File: src/hdl/websocket_frame_deframer_top_macros.svh
// Assertion macros shared by the frame deframer RTL.
`ifndef WEBSOCKET_FRAME_DEFRAMER_TOP_MACROS_SVH
`define WEBSOCKET_FRAME_DEFRAMER_TOP_MACROS_SVH

`ifndef ASSERT_OFF
// Checks that a condition holds at every clock edge outside reset.
`define WSFD_ASSERT(label, clk, rst, cond) \
   label: assert property (@(posedge clk) disable iff (rst) (cond)) \
      else $error("deframer assertion failed");
// Checks that a trigger is followed by a condition in the next cycle.
`define WSFD_ASSERT_NEXT(label, clk, rst, trig, cond) \
   label: assert property (@(posedge clk) disable iff (rst) (trig) |=> (cond)) \
      else $error("deframer assertion failed");
`else
`define WSFD_ASSERT(label, clk, rst, cond)
`define WSFD_ASSERT_NEXT(label, clk, rst, trig, cond)
`endif

`endif

File: src/hdl/wsfd_pkg.sv
// Types and constants of the frame deframer.
`default_nettype none
package wsfd_pkg;

   // Parser phases; codes 5 to 7 act as the first header byte phase.
   typedef enum logic [2:0] {
      PH_HDR0 = 3'd0,
      PH_HDR1 = 3'd1,
      PH_EXT  = 3'd2,
      PH_KEY  = 3'd3,
      PH_DATA = 3'd4
   } phase_type;

   localparam logic [6:0] LEN_CODE_16 = 7'd126;
   localparam logic [6:0] LEN_CODE_64 = 7'd127;
   localparam logic [2:0] EXT_COUNT_16 = 3'd1;
   localparam logic [2:0] EXT_COUNT_64 = 3'd7;
   localparam logic [2:0] KEY_COUNT = 3'd3;

   // One result word.
   typedef struct packed {
      logic [7:0] payload_byte;
      logic       frame_final;
      logic [3:0] frame_opcode;
      logic       last_of_frame;
      logic       empty_frame;
   } result_type;

endpackage
`default_nettype wire

File: src/hdl/websocket_frame_deframer_top.sv
// Top level of the WebSocket frame deframer.
// Header, length and key bytes give no word; a zero length gives one empty word.
// Throughput: one byte per cycle until the two-entry output buffer is full.
// Each payload byte gives one word, registered in the output buffer.
// Synchronous active-high reset returns the parser to the first header byte.
`include "websocket_frame_deframer_top_macros.svh"
`default_nettype none
module websocket_frame_deframer_top #(
   parameter int LENGTH_BITS = 64
) (
   input  wire logic       clock,
   input  wire logic       reset,
   input  wire logic       req_valid,
   output logic            req_ready,
   input  wire logic [7:0] req_stream_byte,
   output logic            rsp_valid,
   input  wire logic       rsp_ready,
   output logic [7:0]      rsp_payload_byte,
   output logic            rsp_frame_final,
   output logic [3:0]      rsp_frame_opcode,
   output logic            rsp_last_of_frame,
   output logic            rsp_empty_frame
);
   import wsfd_pkg::*;

   phase_type              phase_ff, phase_in;
   logic                   final_ff, final_in;
   logic [3:0]             opcode_ff, opcode_in;
   logic                   masked_ff, masked_in;
   logic [2:0]             hdr_count_ff, hdr_count_in;
   logic [LENGTH_BITS-1:0] remain_ff, remain_in;
   logic [31:0]            key_ff, key_in;
   logic [1:0]             key_pos_ff, key_pos_in;

   logic       req_fire;
   logic       res_valid;
   result_type res_data;
   result_type out_data;
   logic [7:0] key_byte;
   logic       hdr_done;

   assign req_fire = req_valid && req_ready;
   assign key_byte = key_ff[{~key_pos_ff, 3'b000} +: 8];

   // Parser next state and the result word for the accepted byte.
   always_comb begin
      phase_in     = phase_ff;
      final_in     = final_ff;
      opcode_in    = opcode_ff;
      masked_in    = masked_ff;
      hdr_count_in = hdr_count_ff;
      remain_in    = remain_ff;
      key_in       = key_ff;
      key_pos_in   = key_pos_ff;
      hdr_done     = 1'b0;
      res_valid    = 1'b0;
      res_data.payload_byte  = 8'd0;
      res_data.frame_final   = final_ff;
      res_data.frame_opcode  = opcode_ff;
      res_data.last_of_frame = 1'b1;
      res_data.empty_frame   = 1'b1;
      if (req_fire) begin
         case (phase_ff)
            PH_HDR1: begin
               masked_in = req_stream_byte[7];
               key_in    = 32'd0;
               remain_in = '0;
               if (req_stream_byte[6:0] == LEN_CODE_16) begin
                  phase_in     = PH_EXT;
                  hdr_count_in = EXT_COUNT_16;
               end else if (req_stream_byte[6:0] == LEN_CODE_64) begin
                  phase_in     = PH_EXT;
                  hdr_count_in = EXT_COUNT_64;
               end else begin
                  remain_in = LENGTH_BITS'(req_stream_byte[6:0]);
                  if (req_stream_byte[7]) begin
                     phase_in     = PH_KEY;
                     hdr_count_in = KEY_COUNT;
                  end else begin
                     hdr_done = 1'b1;
                  end
               end
            end
            PH_EXT: begin
               // Lengths that overflow the counter saturate at all ones.
               if (remain_ff[LENGTH_BITS-1 -: 8] != 8'd0) begin
                  remain_in = '1;
               end else begin
                  remain_in = {remain_ff[LENGTH_BITS-9:0], req_stream_byte};
               end
               if (hdr_count_ff == 3'd0) begin
                  if (masked_ff) begin
                     phase_in     = PH_KEY;
                     hdr_count_in = KEY_COUNT;
                  end else begin
                     hdr_done = 1'b1;
                  end
               end else begin
                  hdr_count_in = hdr_count_ff - 3'd1;
               end
            end
            PH_KEY: begin
               key_in = {key_ff[23:0], req_stream_byte};
               if (hdr_count_ff == 3'd0) begin
                  hdr_done = 1'b1;
               end else begin
                  hdr_count_in = hdr_count_ff - 3'd1;
               end
            end
            PH_DATA: begin
               res_valid = 1'b1;
               res_data.payload_byte  = req_stream_byte ^ key_byte;
               res_data.last_of_frame = (remain_ff == LENGTH_BITS'(1));
               res_data.empty_frame   = 1'b0;
               key_pos_in = key_pos_ff + 2'd1;
               remain_in  = remain_ff - LENGTH_BITS'(1);
               if (remain_in == '0) begin
                  phase_in = PH_HDR0;
               end
            end
            default: begin
               final_in  = req_stream_byte[7];
               opcode_in = req_stream_byte[3:0];
               phase_in  = PH_HDR1;
            end
         endcase
         // End of header: a zero length gives one empty word at once.
         if (hdr_done) begin
            key_pos_in = 2'd0;
            if (remain_in == '0) begin
               res_valid = 1'b1;
               phase_in  = PH_HDR0;
            end else begin
               phase_in = PH_DATA;
            end
         end
      end
   end

   always_ff @(posedge clock) begin
      if (reset) begin
         phase_ff     <= PH_HDR0;
         final_ff     <= 1'b0;
         opcode_ff    <= 4'd0;
         masked_ff    <= 1'b0;
         hdr_count_ff <= 3'd0;
         remain_ff    <= '0;
         key_ff       <= 32'd0;
         key_pos_ff   <= 2'd0;
      end else begin
         phase_ff     <= phase_in;
         final_ff     <= final_in;
         opcode_ff    <= opcode_in;
         masked_ff    <= masked_in;
         hdr_count_ff <= hdr_count_in;
         remain_ff    <= remain_in;
         key_ff       <= key_in;
         key_pos_ff   <= key_pos_in;
      end
   end

   // Output buffer between the parser and the result channel.
   wsfd_skid u_skid (
      .clock     (clock),
      .reset     (reset),
      .in_valid  (res_valid),
      .in_data   (res_data),
      .in_ready  (req_ready),
      .out_valid (rsp_valid),
      .out_data  (out_data),
      .out_ready (rsp_ready)
   );

   assign rsp_payload_byte  = out_data.payload_byte;
   assign rsp_frame_final   = out_data.frame_final;
   assign rsp_frame_opcode  = out_data.frame_opcode;
   assign rsp_last_of_frame = out_data.last_of_frame;
   assign rsp_empty_frame   = out_data.empty_frame;

   `WSFD_ASSERT(a_data_has_length, clock, reset, phase_ff != PH_DATA || remain_ff != '0)
   `WSFD_ASSERT(a_key_only_masked, clock, reset, phase_ff != PH_KEY || masked_ff)

endmodule
`default_nettype wire

File: src/hdl/wsfd_skid.sv
// Two-entry output buffer that parts the parser from the result channel.
`include "websocket_frame_deframer_top_macros.svh"
`default_nettype none
module wsfd_skid (
   input  wire logic                 clock,
   input  wire logic                 reset,
   input  wire logic                 in_valid,
   input  wire wsfd_pkg::result_type in_data,
   output logic                      in_ready,
   output logic                      out_valid,
   output wsfd_pkg::result_type      out_data,
   input  wire logic                 out_ready
);
   import wsfd_pkg::*;

   logic       out_valid_ff, out_valid_in;
   logic       skid_valid_ff, skid_valid_in;
   result_type out_ff, out_in;
   result_type skid_ff, skid_in;

   assign in_ready  = !skid_valid_ff;
   assign out_valid = out_valid_ff;
   assign out_data  = out_ff;

   // The output word refills from the skid entry first, then from a new word.
   always_comb begin
      out_valid_in  = out_valid_ff;
      skid_valid_in = skid_valid_ff;
      out_in        = out_ff;
      skid_in       = skid_ff;
      if (!out_valid_ff || out_ready) begin
         if (skid_valid_ff) begin
            out_in        = skid_ff;
            out_valid_in  = 1'b1;
            skid_valid_in = 1'b0;
         end else begin
            out_in       = in_data;
            out_valid_in = in_valid;
         end
      end else if (in_valid) begin
         skid_in       = in_data;
         skid_valid_in = 1'b1;
      end
   end

   always_ff @(posedge clock) begin
      if (reset) begin
         out_valid_ff  <= 1'b0;
         skid_valid_ff <= 1'b0;
      end else begin
         out_valid_ff  <= out_valid_in;
         skid_valid_ff <= skid_valid_in;
      end
      out_ff  <= out_in;
      skid_ff <= skid_in;
   end

   `WSFD_ASSERT(a_skid_behind_out, clock, reset, !skid_valid_ff || out_valid_ff)
   `WSFD_ASSERT_NEXT(a_skid_catches, clock, reset,
      in_valid && out_valid_ff && !out_ready, skid_valid_ff)
   `WSFD_ASSERT_NEXT(a_skid_drains, clock, reset,
      skid_valid_ff && out_valid_ff && out_ready, !skid_valid_ff && out_valid_ff)

endmodule
`default_nettype wire

File: config.mk
export PLATFORM = sky130hd
export DESIGN_NAME = websocket_frame_deframer_top
export DESIGN_NICKNAME = d
export VERILOG_FILES = /design/src/hdl/wsfd_pkg.sv /design/src/hdl/websocket_frame_deframer_top.sv /design/src/hdl/wsfd_skid.sv
export VERILOG_INCLUDE_DIRS = /design/src /design/src/hdl
export SDC_FILE = /design/constraint.sdc
export NUM_CORES = 1
export LEC_CHECK = 0
export BUFFER_PORTS_ARGS = -buffer_cell sky130_fd_sc_hd__buf_2
export CELL_PAD_IN_SITES_DETAIL_PLACEMENT = 0
export CELL_PAD_IN_SITES_GLOBAL_PLACEMENT = 1
export CORE_ASPECT_RATIO = 1.25
export CORE_UTILIZATION = 48
export CTS_BUF_LIST = sky130_fd_sc_hd__clkbuf_2 sky130_fd_sc_hd__clkbuf_4 sky130_fd_sc_hd__clkbuf_8
export DETAILED_ROUTE_END_ITERATION = 7
export GPL_TIMING_DRIVEN = 0
export HOLD_SLACK_MARGIN = 0.02
export MAX_ROUTING_LAYER = met4
export PLACE_DENSITY_LB_ADDON = 0.15
export SETUP_SLACK_MARGIN = 0.1
export SLEW_MARGIN = 25
export SYNTH_ARGS = -nofsm -noshare
export SYNTH_HDL_FRONTEND = slang
export SYNTH_SLANG_ARGS = --single-unit
File: constraint.sdc
create_clock -name clock -period 5.9 [get_ports clock]
set_clock_uncertainty 0.1 [all_clocks]
set_input_delay 0.885 -clock clock [delete_from_list [all_inputs] [get_ports clock]]
set_output_delay 0.885 -clock clock [all_outputs]
set_load 0.05 [all_outputs]
==> reports/results.tsv, run 1 <==
metric	value	unit
reg2reg_from	phase_ff[0]	
cts_tree	built	
clockPowerShare	28.1	%
ios	29	
die_area	20960	µm²
clk_path_buf_depth	2	
worstMarginPinSlew	1163	ps
whs_path_depth	2	
critPathKind	reg -> reg	
arrival	5910	ps
area_delta_synth_final	9.629	%
grt_pass1_wl	71.14	mm
drt_wl_total	48.80	mm
htreeDepth	4	
ir_drop	0.1536	mV
final_util	53.55	%
drive_gt1_share	9.242	%
grt_usage	49.45	%
fin_nets	1389	
dpl_cell_area	10270	µm²
die_w	129.7	µm
p_comb_share	35.7	%
syn_area	9784	µm²
power.leakage	3.754	nW
fin_crit_sh	98.94	%
slew_viol_final	0	
port_buffers	25	
clkLatencyLatePin	490	ps
multiInputGateArea	6118	µm²
antenna_found_initial	0	
synth_common_cells	nor2_1 (167), nand2_1 (137), clkbuf_1 (119)	
cts.sinks	142	
worst_slack	62.78	ps
crit_path_top_delay_cell	clkbuf_1	
r2r_end	u_skid.skid_ff[7]	
cts-buffers-inserted	17	
seq_power_share	36.2	%
seqCellArea	3143	µm²
p_sw	1.282	mW
wl_per_cell	29.49	µm
setup.worst_path.end_class	flip-flop	
hp-start	key_ff[25]	
min_path_type	reg -> reg	
grt_start_max_net_pins	19	
max_clock_freq	171.3	MHz
synth_flop_cell	dfxtp_1	
avgSynthCellArea	7.379	µm²
timing.critical_path.cells	clkbuf_1 -> inv_1 -> nand2_1 -> clkbuf_1 -> clkbuf_1 -> clkbuf_2 -> nor2_1 -> a211oi_1 -> nand4_1 -> nor4_1 -> and3_1 -> nand3_1 -> a21oi_2 -> buf_6	
hold_viol	0	
place_congestion	1.094	
synth-async-reset-ratio	0	%
grt_pass1_vias	10814	
rsz0062_at_grt	no	
route.detailed.drc	0	
vias	11555	
status	completed	
setup_viol	0	
initial_utilization	48.85	%
yosysTopAreaCell	dfxtp_1	
rows	58	
synth_top_area_share	22.92	%
synth.most_common_cell	nor2_1	
power.density	270.1	nW/µm²
rrSetupSlack	60	ps
cts-root-buf	clkbuf_8	
place_inst	1622	
path_clk_slew	90	ps
ant_nets	0	
gr-total-overflow	0	
synth_cells	1326	
maxCapViolations	0	
diodes	0	
cts_hold_buffers	0	
fin_cells	1655	
worst_setup_path_start_kind	flip-flop	
cp_max_fo	11	
cts_setup_buffers	0	
place_ws	-61.02	ps
total_power	2.897	mW
viasPerCell	6.982	
r2r_cells	14	
fillCellCount	2064	
ys_warn_count	0	
place_hpwl	35.46	mm
internal_power	1.615	mW
cp.required	5980	ps
drt_iter0_markers	1675	
ys_seq_area_share	32.12	%
ys_ff_latch	142	
die_y	161.6	µm
critical-path-max-stage-delay	680	ps
final_cell_area	10730	µm²
core_area	20030	µm²
first_pass_iters	7	
synthTopCellsByArea	dfxtp_1 (23%), edfxtp_1 (9.2%), nor2_1 (6.4%)	
syn_nets	1343	
cpMostUsedCell	clkbuf_1	
relSlewSlack	21.74	%
synth_edf_count	30	
hold_end	key_ff[25]	
p_sw_share	44.25	%
post-route-min-period	5837	ps
synth.distinct_cells	74	
-- layout make-up --
| cell class | instances | share of cell area (%) |
|---|---|---|
| buffer | 137 | 5.202 |
| clock buffer | 17 | 2.181 |
| clock inverter | 15 | 1.353 |
| inverter | 13 | 0.4549 |
| multi-input combinational | 1034 | 57.04 |
| sequential | 142 | 29.30 |
| tap | 270 | 3.149 |
| timing repair buffer | 27 | 1.318 |
-- cells by family (layout without fill, tap and decap cells) --
group                      count (synthesis)  in the layout  share of synthesized area, %
xor gates and xnor gates                  53             53                         4.744
muxes                                     20             20                         3.146
buffers and inverters                    150            209                         6.100
AOI/OAI and AO/OA                        346            346                         22.51
and+or+nand+nor                          610            610                         30.74
DFF                                      142            142                         32.12
adders and majority gates                  5              5                        0.6394
-- flip-flops by register name (all words and copies together) (netlist names) --
register,cells
u_skid.skid_valid_ff,1
hdr_count_ff,3
phase_ff,3
masked_ff,1
final_ff,1
u_skid.skid_ff,15
remain_ff,64
key_pos_ff,2
u_skid.out_valid,1
key_ff,32
opcode_ff,4
u_skid.out_data,15
-- power groups by stage --
stage	clock (mW)	sequential [mW]	combinational, mW
after floorplan	0	1.08	0.594
after global placement	0	1.07	0.958
after detailed placement	0	1.07	0.951
after CTS	0.810	1.05	0.955
after global routing	0.841	1.05	1.07
final	0.813	1.05	1.04
-- through the flow --
stage | setup TNS (ps) | hold slack [ps]
after floorplan | 0 | 325.6
after global placement | -15310 | 336.5
after detailed placement | -665.7 | 347.1
after CTS | 0 | 361.1
after global routing | 0 | 383.5
final | 0 | 360.7
-- critical path, delay by kind of cell, from the launching register on --
family	cells	cell delay [ps]
buffers and inverters	6	2620
AND/OR/NAND/NOR	6	1430
AO/OA/AOI/OAI	2	1010
flip-flops	1	350
-- how the worst max path moves through the flow --
stage                    endpoint  cells after the start          startpoint
5_1_grt         u_skid.skid_ff[7]                     14         phase_ff[0]
4_1_cts         u_skid.skid_ff[7]                     14         phase_ff[0]
2_1_floorplan   u_skid.skid_ff[0]                      8  req_stream_byte[2]
6_report        u_skid.skid_ff[7]                     14         phase_ff[0]
3_5_place_dp   u_skid.skid_ff[14]                     14         phase_ff[0]
3_3_place_gp   u_skid.skid_ff[11]                     11         phase_ff[1]
-- routing by layer --
layer  vias up  wire (µm)  GRT usage, %
met5         -          0             -
met4         0       5304         42.02
met1      5402      17100         54.66
met3       298       5655         16.83
li1       4963          -             -
met2       892      20740         70.73
-- layout by cell type, fill, tap and decap left out, types with 22 or more instances in the layout --
cell / synthesis / routed
a211oi_1: 35 / 34
a21oi_1: 100 / 99
buf_2: 6 / 32
clkbuf_1: 119 / 111
dfxtp_1: 112 / 112
edfxtp_1: 30 / 30
nand2_1: 137 / 137
nand3_1: 67 / 66
nand4_1: 22 / 22
nor2_1: 167 / 166
nor3_1: 68 / 67
nor4_1: 47 / 44
o21ai_0: 85 / 84
xnor2_1: 32 / 32
-- repair_timing --
action | 4_1_cts | 5_1_grt
gates resized for setup | 2 | 18
pin swaps | 0 | 1
endpoints found under the setup margin | 11 | 18
No activity file was read; power rests on OpenSTA's default activity.
==> run 2, diff against run 1 <==
--- a/config.mk
+++ b/config.mk
@@ -17,6 +17,7 @@
 export HOLD_SLACK_MARGIN = 0.02
 export MAX_ROUTING_LAYER = met4
 export PLACE_DENSITY_LB_ADDON = 0.15
+export REMOVE_ABC_BUFFERS = 1
 export SETUP_SLACK_MARGIN = 0.1
 export SLEW_MARGIN = 25
 export SYNTH_ARGS = -nofsm -noshare
==> reports/results.tsv, run 2 (synthesized netlist as in run 1, its figures left out) <==
metric	value	unit	change
status	completed		
clk_path_buf_depth	2		unchanged
first_pass_iters	6		-1
largest_register	remain_ff		
rrSetupSlack	300	ps	+240 ps
grt_pass1_wl	58.46	mm	-18%
route.detailed.drc	0		unchanged
worstMarginPinSlew	1121	ps	-42.38 ps
drive_gt1_share	12.15	%	+2.9 points
reg2reg_from	remain_ff[34]		
setup_viol	0		unchanged
clkLatencyLatePin	480	ps	about the same
diodes	0		unchanged
fin_cells	1554		-6.1%
initial_utilization	48.85	%	unchanged
fin_nets	1288		-7.3%
area_delta_synth_final	9.501	%	
die_y	161.6	µm	unchanged
ir_drop	0.1677	mV	+9.2%
cp_max_fo	9		-2
slew_viol_final	0		unchanged
r2r_end	u_skid.skid_ff[10]		
arrival	5680	ps	-230 ps
place_hpwl	27.73	mm	-22%
final_common_cell	nor2_1		
cts-buffers-inserted	17		unchanged
worst_setup_path_start_kind	flip-flop		
min_path_type	reg -> reg		
die_area	20960	µm²	unchanged
drt_iter0_markers	1236		-26%
dpl_cell_area	10110	µm²	-1.6%
hp-start	final_ff		
grt_pass1_vias	9531		-12%
ant_nets	0		unchanged
wl_per_cell	24.94	µm	-15%
ios	29		unchanged
port_buffers	28		+12%
setup.worst_path.end_class	flip-flop		
post-route-min-period	5599	ps	-238.3 ps
cts-root-buf	clkbuf_8		
r2r_cells	11		-3
grt_usage	38.73	%	-11 points
mostFrequentLayoutCells	nor2_1 (167), nand2_1 (133), dfxtp_1 (109)		
place_inst	1509		-7.0%
die_w	129.7	µm	unchanged
drt_wl_total	38.75	mm	-21%
cp.required	5980	ps	about the same
whs_path_depth	0		-2
htreeDepth	4		unchanged
largest_register_ffs	64		unchanged
max_clock_freq	178.6	MHz	+4.3%
rows	58		unchanged
maxCapViolations	0		unchanged
total_power	2.883	mW	-0.50%
final_util	53.49	%	-0.063 points
final_cell_area	10710	µm²	-0.12%
power.density	269.0	nW/µm²	-0.39%
core_area	20030	µm²	unchanged
vias	10379		-10%
critPathKind	reg -> reg		
power.leakage	3.805	nW	+1.4%
fin_crit_sh	94.90	%	-4.0 points
viasPerCell	6.679		-4.3%
cts_hold_buffers	0		unchanged
path_clk_slew	110	ps	+20 ps
reg_top3	remain_ff: 64 flops, key_ff: 32 flops		
finalSetupTns	0	ps	unchanged
grt_start_max_net_pins	82		+63
cts.sinks	142		unchanged
antenna_found_initial	0		unchanged
rsz0062_at_grt	no		
relSlewSlack	24.70	%	+3.0 points
cts_tree	built		
gr-total-overflow	0		unchanged
place_congestion	0.9864		-9.8%
hold_end	u_skid.skid_ff[6]		
hold_viol	0		unchanged
## run 2: changes by cell type in the layout (fill, tap and decap cells not counted), moves of 3 or more
| cell | previous run | this run |
|---|---|---|
| nand2_2 | 0 | 3 |
| buf_16 | 0 | 4 |
| buf_12 | 0 | 4 |
| clkbuf_1 | 111 | 0 |
| buf_2 | 32 | 27 |
| buf_4 | 1 | 21 |
| dfxtp_2 | 0 | 3 |
| dfxtp_1 | 112 | 109 |
| nand2_1 | 137 | 133 |
| buf_1 | 8 | 0 |
| clkinv_4 | 4 | 0 |
| clkinv_8 | 1 | 5 |
| clkbuf_2 | 8 | 0 |
## run 2: per-stage QoR
stage | setup WS (ps) | hold WS, ps
after floorplan | -1037 | 322.9
after global routing | 89.82 | 377.8
final | 301.0 | 354.8
after CTS | 170.2 | 359.4
after global placement | -5668 | 335.8
after detailed placement | -681.4 | 345.7
## run 2: report_power, final
group          internal, mW  switching [mW]  total, mW
sequential             1.03          0.0930       1.12
combinational         0.297           0.588      0.885
clock                 0.367           0.512      0.879
total                  1.69            1.19       2.88
## run 2: final cells by class
cell class	instances	area [µm²]
Clock buffer	17	234.0
Clock inverter	15	200.2
Fill cell	2039	9315
Inverter	13	52.55
Multi-Input combinational cell	1034	6173
Sequential cell	142	3147
Tap cell	270	337.8
Timing Repair Buffer	63	569.3
## run 2: worst max-delay path by stage
stage / start / endpoint / slack, ps / cells past startpoint
6_report: remain_ff[34] / u_skid.skid_ff[10] / 300 / 11
3_3_place_gp: phase_ff[1] / u_skid.skid_ff[9] / -5670 / 10
3_5_place_dp: phase_ff[2] / u_skid.skid_ff[9] / -680 / 11
5_1_grt: remain_ff[0] / u_skid.skid_ff[7] / 90 / 14
4_1_cts: phase_ff[0] / u_skid.skid_ff[10] / 170 / 11
2_1_floorplan: phase_ff[1] / u_skid.skid_ff[0] / -1040 / 10
## run 2: per-layer routing
metal / vias to the layer above / GRT usage [%] / part of all wire, %
li1: 4767 / - / -
met1: 4922 / 46.85 / 39
met2: 544 / 59.70 / 46
met3: 146 / 6.095 / 6.8
met4: 0 / 24.58 / 7.4
met5: - / - / 0
## run 2: worst max-delay path, stage by stage (launching register included)
cell and delay [ps]:
dfxtp_1 430, nor4_1 810, nand4_1 610, nor4_4 570, xor2_1 270, o31ai_1 800, nand3b_1 230, nor4_1 450
and3_1 270, nand3_1 210, a21oi_4 360, buf_6 210
## run 2: what timing repair did
| action | in CTS | in global routing |
|---|---|---|
| resized for setup | 6 | 7 |
| gates cloned | 0 | 0 |
| setup buffers | 0 | 13 |
| endpoints found under the setup margin | 18 | 15 |
==> run 3, diff against run 2 <==
--- a/config.mk
+++ b/config.mk
@@ -10,7 +10,7 @@
 export CELL_PAD_IN_SITES_DETAIL_PLACEMENT = 0
 export CELL_PAD_IN_SITES_GLOBAL_PLACEMENT = 1
 export CORE_ASPECT_RATIO = 1.25
-export CORE_UTILIZATION = 48
+export CORE_UTILIZATION = 45
 export CTS_BUF_LIST = sky130_fd_sc_hd__clkbuf_2 sky130_fd_sc_hd__clkbuf_4 sky130_fd_sc_hd__clkbuf_8
 export DETAILED_ROUTE_END_ITERATION = 7
 export GPL_TIMING_DRIVEN = 0
==> reports/results.tsv, run 3 (synthesized netlist as in run 1, its figures left out) <==
metric	value	unit	change
htreeDepth	4		unchanged
cp_max_fo	26		+17
antenna_found_initial	0		unchanged
die_y	166.9	µm	+3.2%
route.detailed.drc	0		unchanged
fin_nets	1279		-0.70%
drive_gt1_share	11.69	%	-0.46 points
seqCellArea	3149	µm²	about the same
core_area	21040	µm²	+5.0%
mostFrequentLayoutCells	nor2_1 (166), nand2_1 (133), dfxtp_1 (109)		
place_hpwl	27.42	mm	-1.1%
cts-buffers-inserted	17		unchanged
vias	10400		+0.20%
first_pass_iters	5		-1
port_buffers	28		unchanged
total_power	2.803	mW	-2.8%
finalHoldWorstSlack	362.6	ps	+7.874 ps
cp.required	5970	ps	about the same
hold_viol	0		unchanged
rsz0062_at_grt	no		
grt_pass1_wl	59.19	mm	+1.2%
clkLatencyLatePin	470	ps	about the same
critical-path-max-stage-delay	700	ps	-110 ps
post-route-min-period	5781	ps	+182.5 ps
reg_top3	remain_ff: 64 flops, key_ff: 32 flops		
largest_register_ffs	64		unchanged
grt_pass1_vias	9696		+1.7%
fillCellCount	2116		+3.8%
drt_wl_total	38.50	mm	-0.65%
multiInputGateArea	6165	µm²	-0.14%
power.density	264.6	nW/µm²	-1.6%
drt_iter0_markers	1129		-8.7%
viasPerCell	6.714		+0.53%
cts_hold_buffers	0		unchanged
setup_viol	0		unchanged
cts-root-buf	clkbuf_8		
clk_path_buf_depth	2		unchanged
diodes	0		unchanged
fin_crit_sh	97.99	%	+3.1 points
die_w	133.9	µm	+3.2%
timing.critical_path.cells	nor2b_4 -> o31ai_4 -> buf_6 -> o2bb2ai_1 -> nor4_1 -> nand4_1 -> or4_1 -> or4_1 -> nor4_2 -> nand3_1 -> a21oi_4 -> buf_6		
max_clock_freq	173.0	MHz	-3.2%
power.leakage	3.743	nW	-1.6%
largest_register	remain_ff		
area_delta_synth_final	8.261	%	
grt_usage	35.84	%	-2.9 points
slew_viol_final	0		unchanged
setup.worst_path.end_class	flip-flop		
worstMarginPinSlew	1019	ps	-101.8 ps
relSlewSlack	31.60	%	+6.9 points
place_congestion	0.9897		+0.33%
arrival	5850	ps	+170 ps
crit_path_top_delay_cell	dfxtp_2		
grt_start_max_net_pins	70		-15%
cts.sinks	142		unchanged
die_area	22340	µm²	+6.6%
path_clk_slew	90	ps	-20 ps
final_util	50.35	%	-3.1 points
status	completed		
wl_per_cell	24.85	µm	-0.33%
worst_slack	118.5	ps	-182.5 ps
min_path_type	reg -> reg		
maxCapViolations	0		unchanged
cts_tree	built		
worst_setup_path_start_kind	flip-flop		
ir_drop	0.1578	mV	-5.9%
gr-total-overflow	0		unchanged
initial_utilization	46.51	%	-2.3 points
final_common_cell	nor2_1		
rows	59		+1.7%
ios	29		unchanged
ant_nets	0		unchanged
critPathKind	reg -> reg		
place_ws	-790.1	ps	-108.8 ps
## run 3: critical path, delay by kind of cell, from the launching register on
family / cells / cell delay [ps]
buf+inv: 2 / 440
simple gates: 7 / 3370
compound gates: 3 / 850
flops: 1 / 700
## run 3: power by group
group	internal, mW	total, mW	leakage, nW	switching (mW)
clock	0.315	0.814	0.191	0.499
combinational	0.288	0.871	2.34	0.583
sequential	1.03	1.12	1.21	0.0934
## run 3: final cells by class
cell class / count / area share [%]
clock buffer: 17 / 2.209
tap: 274 / 3.236
timing repair buffer: 54 / 4.819
inverter: 13 / 0.4607
clock inverter: 15 / 1.347
sequential: 142 / 29.73
multi-input combinational: 1034 / 58.20
## run 3: through the flow
stage	area (µm²)	instances	setup TNS, ps
after floorplan	9236	1189	-15820
after global routing	10590	1549	0
after detailed placement	10130	1513	-11050
after CTS	10520	1545	0
final	10590	1549	0
after global placement	9719	1491	-299480
## run 3: timing repair
action                                 CTS  global route
cloned                                   0             0
gates resized for setup                  4             6
buffers inserted                         0             4
endpoints found under the hold margin    0             0
setup endpoints to repair               18            15
## run 3: final timing paths
path | start | end | slack (ps) | cells after the start
max | phase_ff[2] | u_skid.skid_ff[11] | 120 | 12
min | key_ff[26] | key_ff[26] | 360 | 2
max reg2reg | phase_ff[2] | u_skid.skid_ff[11] | 120 | 12
min reg2reg | key_ff[26] | key_ff[26] | 360 | 2
## run 3: routing by layer
metal | up-vias | track usage (%) | wire, µm
li1 | 4751 | - | -
met1 | 4932 | 43.10 | 15160
met2 | 571 | 55.62 | 17860
met3 | 146 | 4.779 | 2648
met4 | 0 | 23.96 | 2831
met5 | - | - | 0
